$ cat src/hw/rtl/pcd_pkg.sv
// Package for the polygon closest-direction core.
// Holds default widths and the state encodings of the top level and the edge unit.
// No dependencies.
package pcd_pkg;

    localparam int PCD_COORD_WIDTH = 32;
    localparam int PCD_FRAC_BITS   = 16;

    typedef enum logic [1:0] {
        ST_IDLE,
        ST_EDGE1,
        ST_EDGE2,
        ST_EMIT
    } pcd_state_t;

    typedef enum logic [3:0] {
        E_IDLE,
        E_NX,
        E_NY,
        E_DX,
        E_DY,
        E_DEN,
        E_CLASS,
        E_DIV,
        E_OX,
        E_OY,
        E_OW,
        E_SQX,
        E_SQY,
        E_DIST,
        E_DONE
    } pcd_edge_state_t;

endpackage

$ cat src/hw/rtl/pcd_edge_unit.sv
// Edge unit: projects a point onto one segment and returns the vector and squared length.
// One shared registered multiplier and a restoring divider step under a small sequencer.
// Depends on pcd_pkg.
module pcd_edge_unit
    import pcd_pkg::*;
#(
    parameter int COORD_WIDTH = PCD_COORD_WIDTH,
    parameter int FRAC_BITS   = PCD_FRAC_BITS
) (
    input  logic                              aclk,
    input  logic                              aresetn,
    input  logic                              start,
    input  logic signed [COORD_WIDTH-1:0]     a_x,
    input  logic signed [COORD_WIDTH-1:0]     a_y,
    input  logic signed [COORD_WIDTH-1:0]     b_x,
    input  logic signed [COORD_WIDTH-1:0]     b_y,
    input  logic signed [COORD_WIDTH-1:0]     p_x,
    input  logic signed [COORD_WIDTH-1:0]     p_y,
    output logic                              done,
    output logic signed [COORD_WIDTH:0]       dir_x,
    output logic signed [COORD_WIDTH:0]       dir_y,
    output logic [2*COORD_WIDTH+2:0]          dist_sq
);

    localparam int DW   = COORD_WIDTH + 1;
    localparam int MW   = (DW > FRAC_BITS + 1) ? DW : FRAC_BITS + 1;
    localparam int PW   = 2 * MW;
    localparam int SW   = 2 * DW + 1;
    localparam int CNTW = $clog2(FRAC_BITS);

    pcd_edge_state_t state_reg, state_next;

    logic signed [DW-1:0]  ex_reg, ey_reg, wx_reg, wy_reg;
    logic signed [DW-1:0]  dx_reg, dy_reg;
    logic signed [PW-1:0]  prod_reg;
    logic signed [SW-1:0]  acc_reg, num_reg, den_reg;
    logic [SW-1:0]         rem_reg;
    logic [SW-1:0]         dist_reg;
    logic [FRAC_BITS-1:0]  t_reg;
    logic [CNTW-1:0]       cnt_reg;

    logic signed [MW-1:0]  mul_a, mul_b;
    logic signed [SW-1:0]  prod_ext;
    logic signed [SW-1:0]  prod_sum;
    logic signed [PW-1:0]  prod_sh;
    logic signed [DW-1:0]  offset;
    logic [SW-1:0]         rem_shift;
    logic [SW-1:0]         den_u;
    logic                  rem_ge;
    logic                  den_zero, num_nonpos, num_ge;
    logic                  load;

    assign load      = start && (state_reg == E_IDLE || state_reg == E_DONE);
    assign prod_ext  = {{(SW-2*DW){prod_reg[2*DW-1]}}, prod_reg[2*DW-1:0]};
    assign prod_sum  = acc_reg + prod_ext;
    assign prod_sh   = prod_reg >>> FRAC_BITS;
    assign offset    = $signed(prod_sh[DW-1:0]);
    assign den_u     = den_reg;
    assign rem_shift = {rem_reg[SW-2:0], 1'b0};
    assign rem_ge    = rem_shift >= den_u;
    assign den_zero  = den_reg == '0;
    assign num_nonpos = num_reg[SW-1] || num_reg == '0;
    assign num_ge    = num_reg >= den_reg;

    // Operand selection for the shared multiplier.
    always_comb begin
        mul_a = '0;
        mul_b = '0;
        case (state_reg)
            E_NX: begin
                mul_a = MW'(ex_reg);
                mul_b = MW'(wx_reg);
            end
            E_NY: begin
                mul_a = MW'(ey_reg);
                mul_b = MW'(wy_reg);
            end
            E_DX: begin
                mul_a = MW'(ex_reg);
                mul_b = MW'(ex_reg);
            end
            E_DY: begin
                mul_a = MW'(ey_reg);
                mul_b = MW'(ey_reg);
            end
            E_OX: begin
                mul_a = MW'(ex_reg);
                mul_b = MW'(signed'({1'b0, t_reg}));
            end
            E_OY: begin
                mul_a = MW'(ey_reg);
                mul_b = MW'(signed'({1'b0, t_reg}));
            end
            E_SQX: begin
                mul_a = MW'(dx_reg);
                mul_b = MW'(dx_reg);
            end
            E_SQY: begin
                mul_a = MW'(dy_reg);
                mul_b = MW'(dy_reg);
            end
            default: begin
                mul_a = '0;
                mul_b = '0;
            end
        endcase
    end

    always_ff @(posedge aclk) begin
        if (!aresetn) begin
            state_reg <= E_IDLE;
        end else begin
            state_reg <= state_next;
        end
    end

    always_comb begin
        state_next = state_reg;
        done       = 1'b0;
        case (state_reg)
            E_IDLE: begin
                if (start) begin
                    state_next = E_NX;
                end
            end
            E_NX:  state_next = E_NY;
            E_NY:  state_next = E_DX;
            E_DX:  state_next = E_DY;
            E_DY:  state_next = E_DEN;
            E_DEN: state_next = E_CLASS;
            E_CLASS: begin
                if (den_zero || num_nonpos || num_ge) begin
                    state_next = E_SQX;
                end else begin
                    state_next = E_DIV;
                end
            end
            E_DIV: begin
                if (cnt_reg == '0) begin
                    state_next = E_OX;
                end
            end
            E_OX:  state_next = E_OY;
            E_OY:  state_next = E_OW;
            E_OW:  state_next = E_SQX;
            E_SQX: state_next = E_SQY;
            E_SQY: state_next = E_DIST;
            E_DIST: state_next = E_DONE;
            E_DONE: begin
                done       = 1'b1;
                state_next = start ? E_NX : E_IDLE;
            end
            default: state_next = E_IDLE;
        endcase
    end

    // Datapath registers; they follow the sequencer and need no reset.
    always_ff @(posedge aclk) begin
        prod_reg <= mul_a * mul_b;
        if (load) begin
            ex_reg <= DW'(b_x) - DW'(a_x);
            ey_reg <= DW'(b_y) - DW'(a_y);
            wx_reg <= DW'(p_x) - DW'(a_x);
            wy_reg <= DW'(p_y) - DW'(a_y);
        end
        case (state_reg)
            E_NY:  acc_reg <= prod_ext;
            E_DX:  num_reg <= prod_sum;
            E_DY:  acc_reg <= prod_ext;
            E_DEN: den_reg <= prod_sum;
            E_CLASS: begin
                rem_reg <= num_reg;
                t_reg   <= '0;
                cnt_reg <= CNTW'(FRAC_BITS - 1);
                if (den_zero || num_nonpos) begin
                    dx_reg <= -wx_reg;
                    dy_reg <= -wy_reg;
                end else begin
                    // Parameter clamps to one: nearest point is the far vertex (the divide path overwrites it later).
                    dx_reg <= ex_reg - wx_reg;
                    dy_reg <= ey_reg - wy_reg;
                end
            end
            E_DIV: begin
                rem_reg <= rem_ge ? rem_shift - den_u : rem_shift;
                t_reg   <= {t_reg[FRAC_BITS-2:0], rem_ge};
                cnt_reg <= cnt_reg - 1'b1;
            end
            E_OY:  dx_reg <= offset - wx_reg;
            E_OW:  dy_reg <= offset - wy_reg;
            E_SQY: acc_reg <= prod_ext;
            E_DIST: dist_reg <= prod_sum;
            default: begin
            end
        endcase
    end

    assign dir_x   = dx_reg;
    assign dir_y   = dy_reg;
    assign dist_sq = dist_reg;

endmodule

$ cat config.mk
export PLATFORM = sky130hd
export DESIGN_NAME = pcd_edge_unit
export DESIGN_NICKNAME = d
export VERILOG_FILES = /design/src/hw/rtl/pcd_pkg.sv /design/src/hw/rtl/pcd_edge_unit.sv
export SDC_FILE = /design/constraint.sdc
export NUM_CORES = 2
export LEC_CHECK = 0
export BUFFER_PORTS_ARGS = -buffer_cell sky130_fd_sc_hd__buf_4
export CAP_MARGIN = 10
export CORE_AREA = 2 2 460 462
export CTS_CLUSTER_SIZE = 25
export DETAILED_ROUTE_END_ITERATION = 8
export DIE_AREA = 0 0 462 464
export HOLD_SLACK_MARGIN = 0.12
export PLACE_DENSITY = 0.59
export SYNTH_ARGS = -nofsm -noshare
export SYNTH_HDL_FRONTEND = slang
export SYNTH_SLANG_ARGS = --single-unit
$ cat constraint.sdc
create_clock -name aclk -period 22.8 [get_ports aclk]
set_input_delay 2.28 -clock aclk [delete_from_list [all_inputs] [get_ports aclk]]
set_output_delay 2.28 -clock aclk [all_outputs]
set_load 0.005 [all_outputs]
---- After elaboration in Yosys (flattened, before gate mapping) ----
Index checks and enable logic that the tools add are counted.
storage, ports and cells
  bits in registers ....................... 621
  bits in latches ......................... 0
  RAM bits ................................ 0
  memory bits (read-only) ................. 0
  input bits .............................. 195
  output and inout bits ................... 134
  word-level logic and storage cells ...... 80
  memories ................................ 0
operators by class
  $add $sub $neg .......................... 13
  $mul .................................... 1
  div/mod/pow operators ................... 0
  order comparisons ....................... 2
  eq/ne operators ......................... 16
  shift operators ......................... 0
  multiplexer cells ....................... 16
  bitwise operators ....................... 0
  reduce and logical (&&, ||, !) cells .... 17
operators by type and width
  operator              count
  $pmux W33 S7          1
  $ge A67 B67 Y1        2
  $logic_not A67 Y1     2
  $pmux W33 S2          2
  $pmux W33 S4          1
  $pmux W66 S2          1
  $sub A32 B32 Y33      4
  $sub A33 B33 Y33      4
  $add A66 B66 Y67      1
  $mul A33 B33 Y66      1
  $mux W33              2
  $mux W66              1
  $neg A33 Y33          2
  $sub A66 B66 Y66      1
  $pmux W4 S15          1
  $pmux W16 S2          1
  $eq A4 B4 Y1 const B  7
  $eq A4 B3 Y1 const B  4
  $mux W4               3
  $reduce_or A3 Y1      3
  $eq A4 B2 Y1 const B  2
  $logic_not A4 Y1      2
  $pmux W4 S2           1
  $reduce_bool A2 Y1    3
  other kinds (8)       13

---- Longest topological paths before layout ----
  word-level depth ........................ 6
  mapped depth ............................ 39
  depth with buffers taken out ............ 34

---- Worst setup path after synthesis ----
Ideal clock, no wire load.
  path type ............................... register to register
  from .................................... reg state_reg[3]
  to ...................................... reg prod_reg[64]
  library setup time ...................... 0.072 ns
  arrival ................................. 11.020 ns
  required time ........................... 22.728 ns
  slack ................................... 11.708 ns
  cell stages (with the launch flop) ...... 33
  path buffers ............................ 4
  clock period less this slack ............ 11.092 ns
  cells stage by stage .................... dfxtp_1 > clkbuf_1 > or2_2 > buf_2 > nor2_1 > clkbuf_1 > clkbuf_1 > a22oi_1 > nand4_1 > and2_1 > fa_1 > fa_1 > fa_1 > inv_1 > fa_1 > inv_1 > fa_1 > fa_1 > fa_1 > inv_1 > fa_1 > inv_1 > ha_1 > a21o_1 > a21o_1 > a21oi_1 > o21ai_0 > a21oi_1 > nor3b_1 > o311ai_0 > a21o_1 > a31oi_1 > xnor2_1
between the ends
  cells in the longest elaborated chain, start to end .. 4
  elaborated cells between the ends (all ways) .. 14
  those cells by class .................... 1 x mul; 8 x eq/ne; 2 x mux; 3 x reduce/logical
RTL lines
  element                                                                line                  RTL
  from (decl)                                                            pcd_edge_unit.sv:31   pcd_edge_state_t state_reg, state_next;
  from (signal assigned)                                                 pcd_edge_unit.sv:113  state_reg <= state_next;
  $eq A4 B4 Y1 (tied with other cells)                                   pcd_edge_unit.sv:69   case (state_reg)
  $reduce_or A2 Y1 (no source line) or $reduce_or A3 Y1 (tied branches)  n/a
  $pmux W33 S7 or $pmux W33 S4 (tied branches)                           pcd_edge_unit.sv:69
  $mul A33 B33 Y66 (*)                                                   pcd_edge_unit.sv:159  prod_reg <= mul_a * mul_b;
  to (signal assigned)                                                   pcd_edge_unit.sv:159
  to (decl)                                                              pcd_edge_unit.sv:35   logic signed [PW-1:0] prod_reg;
Every way passes the cells marked *; elsewhere a longest branch is shown, timed or not.
A chain may end at the register's enable or synchronous reset.

---- Worst setup path after layout ----
  from .................................... reg state_reg[1]
  to ...................................... reg prod_reg[64]
The elaborated chain is that of the path after synthesis.

==> summary.md <==
| Metric | Value |
|---|---|
| CP dominant cell by count | `fa_1` |
| Multi-input logic area | `around 60000 sq um` |
| Met2 WL | `roughly 140000 um` |
| Sw Share | `approximately 53%` |
| Die area | `approximately 210000 sq um` |
| DRC violation count after routing | `0` |
| Metal-1 WL | `~120000 um` |
| Crit path capture type | `flip-flop` |
| RD Place Congestion | `between 0.9 and 1` |
| H-tree levels | `3` |
| Critical path's largest stage delay | `just under 0.9 ns` |
| Final nets | `about 11000` |
| Worst R2R Start | `state_reg[1]$_SDFFE_PN0P_` |
| Switching power total | `about 0.0057 W` |
| Filler Cells Inserted | `around 20000` |
| Worst path arrival time | `between 10 and 15 ns` |
| Worst-Margin Slew | `1.232 ns` |
| Share of post-route cells with drive strength above 1 | `under 10%` |
| Avg Vias per Cell | `approximately 5.7` |
| GRT Residual Overflow | `0` |
| Logic pwr share | `71.4%` |
| Row count | `around 170` |
| Crit path buf inv count | `7` |
| Clock Path Buffers | `3` |
| Clock Pin Slew Worst Setup and Hold Paths | `0.06 ns` |
| Slowest cell on crit path | `fa_2` |
| Inserted Clock Buffers | `~80` |
| Unique masters post-synth | `between 80 and 90` |
| Outcome | `finished, final reports clean` |
| CP Launch Type | `flip-flop` |
| Main flop type after synthesis | `edfxtp_1` |
| Syn_nets | `11073` |
| Post-synthesis sequential area ratio | `around 22%` |
| Sequential power share | `roughly 17%` |
| Pin count of the biggest net entering global routing | `95` |
| Final hold viol count | `0` |
| DP HPWL | `approximately 250000 um` |
| CP startpoint | `state_reg[1]$_SDFFE_PN0P_` |
| CTS Sinks | `approximately 620` |
| Layout area overhead | `9.898%` |
| Clock Latency Late Sink | `0.74 ns` |
| DR top layer | `met5` |
| Yosys warns | `0` |
| Fin Setup TNS | `0 ns` |
| Worst reg2reg path depth | `32` |
| CTS tree | `done` |
| FF+latch area | `around 18000 sq um` |
| Slew HR | `approximately 18%` |
| Initial DRC Count | `around 6400` |
| Total wire length | `~310000 um` |
| Post-CTS Setup Bufs | `0` |
| GRT Overall Usage | `around 29%` |
| Final worst path period share | `50.70%` |
| Wire per inst | `~26 um` |
| Critical Path Stages | `32` |
| Clock share of power | `11.8%` |
| Mapped Cells | `9047` |
| RSZ-0062 raised after global routing | `no` |
| Post-route minimum period | `approximately 12 ns` |
| Total Power | `around 0.011 W` |
| Max Clk Rate | `roughly 87 MHz` |
| Global-route wire length before repair | `456800 um` |
| Initial Util | `39.82%` |
| Antenna violations before repair | `9` |
| Post-CTS Hold Buffers | `0` |
| # setup viols final | `0` |
| DRT Pass-1 Iters | `6` |
| Synth Register Bits | `just over 600` |
| Critical path required time | `around 23 ns` |
| EDFF count, synth | `551` |
| Synthesized cell area | `~83000 sq um` |
| FFs w/ async S/R, synth | `0%` |
| Root Buffer Master | `clkbuf_16` |
| LEAKAGE | `approximately 42 nW` |
| Maxcap violations | `0` |
| Met3 routed WL | `between 20000 and 30000 um` |
| Port Buf Inserts | `328` |
| Syn avg cell area | `around 9 sq um` |
| Die Y | `roughly 460 um` |
| CORE AREA | `about 210000 sq um` |
| Die W | `approximately 460 um` |
| Pint | `between 0.004 and 0.005 W` |
| R2r setup slk | `between 10 and 15 ns` |
| Critical path type | `reg -> reg` |
| Max Slew Vio Count | `0` |
| I/O pin total | `approximately 330` |
| Worst Path Max Fanout | `40` |
| Final cell utilization of the core | `between 40% and 50%` |
| CP delay by family, top | `adder cells` |
| Power density over cell area | `~120 nW/um^2` |
| VDD IR-drop max | `0.1562 mV` |
| ANT nets after route | `0` |
| Crit path to | `prod_reg[64]$_DFF_P_` |
| Post-CTS sizing | `0` |
| R2r endpoint | `prod_reg[64]$_DFF_P_` |
| Vias in the first global route | `69933` |
| Clk_skew | `just under 0.07 ns` |
| HP Class | `reg -> reg` |
| Via count | `about 68000` |
worst register-to-register path, delay by kind of cell, from the launching register on:
kind | cells | cell delay (ns)
buffers and inverters | 7 | 1.79
AO/OA/AOI/OAI | 9 | 1.81
flip-flops | 1 | 0.58
XOR/XNOR | 1 | 0.16
adder cells (fa/ha/maj) | 9 | 5.16
AND/OR/NAND/NOR | 6 | 1.97
how the worst min path moves through the flow:
| stage | to | depth (start not counted) | slack [ns] | start |
|---|---|---|---|---|
| finish | acc_reg[6]$_DFFE_PP_ | 0 | 0.44 | prod_reg[6]$_DFF_P_ |
| CTS | acc_reg[0]$_DFFE_PP_ | 0 | 0.45 | prod_reg[0]$_DFF_P_ |
| floorplan | acc_reg[0]$_DFFE_PP_ | 0 | 0.41 | prod_reg[0]$_DFF_P_ |
| global placement | acc_reg[0]$_DFFE_PP_ | 0 | 0.43 | prod_reg[0]$_DFF_P_ |
| global route | acc_reg[0]$_DFFE_PP_ | 0 | 0.47 | prod_reg[0]$_DFF_P_ |
| detailed placement | acc_reg[0]$_DFFE_PP_ | 0 | 0.43 | prod_reg[0]$_DFF_P_ |
metrics by stage:
step / setup slack [ns] / instances / cell area (sq um) / hold slack, ns
finish: 11.24 / 12091 / 91520 / 0.4445
global route: 10.60 / 12087 / 91510 / 0.4669
CTS: 11.37 / 12086 / 91510 / 0.4491
detailed placement: 11.42 / 11944 / 88960 / 0.4319
global placement: 11.52 / 11944 / 88960 / 0.4294
floorplan: 11.71 / 9047 / 83280 / 0.4148
power groups by stage:
stage	sequential (W)	clock (W)	combinational [W]
4_1_cts	0.00180	0.00129	0.00751
5_1_grt	0.00180	0.00132	0.00836
3_3_place_gp	0.00182	0	0.00739
2_1_floorplan	0.00167	0	0.00496
3_5_place_dp	0.00183	0	0.00746
6_report	0.00180	0.00126	0.00762
cell families (layout without fill, tap and decap cells):
family | Yosys count | count (layout) | share of synthesized area (%)
and+or+nand+nor | 2574 | 2574 | 13.75
adders and majority gates | 1831 | 1831 | 37.92
buffers and inverters | 1814 | 2048 | 8.200
AOI/OAI and AO/OA | 1716 | 1716 | 13.35
DFF | 621 | 621 | 21.55
xor gates and xnor gates | 450 | 450 | 4.733
muxes | 41 | 41 | 0.4973
other | 0 | 5 | 0
placed cells by master, fill, tap and decap left out, drive strengths merged, types with 62 or more instances in the layout:
cell and n:
a21oi 499, nor2 816, o21bai 62, a21o 244, nand3 139, nand4 83, and2 97, nand2 971
xnor2 316, edfxtp 551, dfxtp 70, o21a 75, inv 1463, a211oi 62, ha 676, clkbuf 90
o21ai 336, buf 446, a22oi 107, nand2b 63, fa 1155, and3 79, nor2b 70, nor3 92
xor2 134
per-layer routing:
metal / vias to the layer above / global-route usage (%)
li1: 30254 / -
met1: 34294 / 35.98
met2: 3131 / 46.16
met3: 734 / 6.557
met4: 6 / 16.13
met5: - / 0
Yosys cell counts, types with 16 or more instances:
cell type / n / area share [%]
nand2_1: 971 / 4.4
and2_1: 97 / 0.73
a211oi_1: 62 / 0.56
nand4_1: 83 / 0.62
mux2i_1: 38 / 0.46
nor4_1: 59 / 0.44
o211ai_1: 42 / 0.38
a22oi_1: 106 / 0.96
nand2b_1: 63 / 0.47
nor2b_1: 70 / 0.53
edfxtp_1: 551 / 20
a21oi_1: 497 / 3.0
o21bai_1: 62 / 0.56
nand3_1: 139 / 0.84
clkbuf_1: 328 / 1.5
xor2_1: 134 / 1.4
and4_1: 23 / 0.24
fa_1: 1155 / 28
o21ai_0: 331 / 2.0
a221oi_1: 31 / 0.33
a31oi_1: 47 / 0.35
a21boi_0: 16 / 0.14
a21o_1: 244 / 2.2
nor3_1: 92 / 0.55
xnor2_1: 316 / 3.3
or3_1: 28 / 0.21
and3_1: 79 / 0.59
ha_1: 676 / 10
or2_2: 25 / 0.19
dfxtp_1: 70 / 1.7
inv_1: 1459 / 6.6
nor2_1: 816 / 3.7
o21a_1: 75 / 0.68
final cells by class:
cell class / instances / area share, %
repair buffers: 446 / 3.658
multi-input cells: 6612 / 64.11
clock buffers: 90 / 2.193
well taps: 2805 / 3.835
flip-flops and latches: 621 / 19.61
inverters: 1460 / 5.988
clock inverters: 52 / 0.5933
diodes: 5 / 0.01367
No activity file was read; power rests on OpenSTA's default activity.
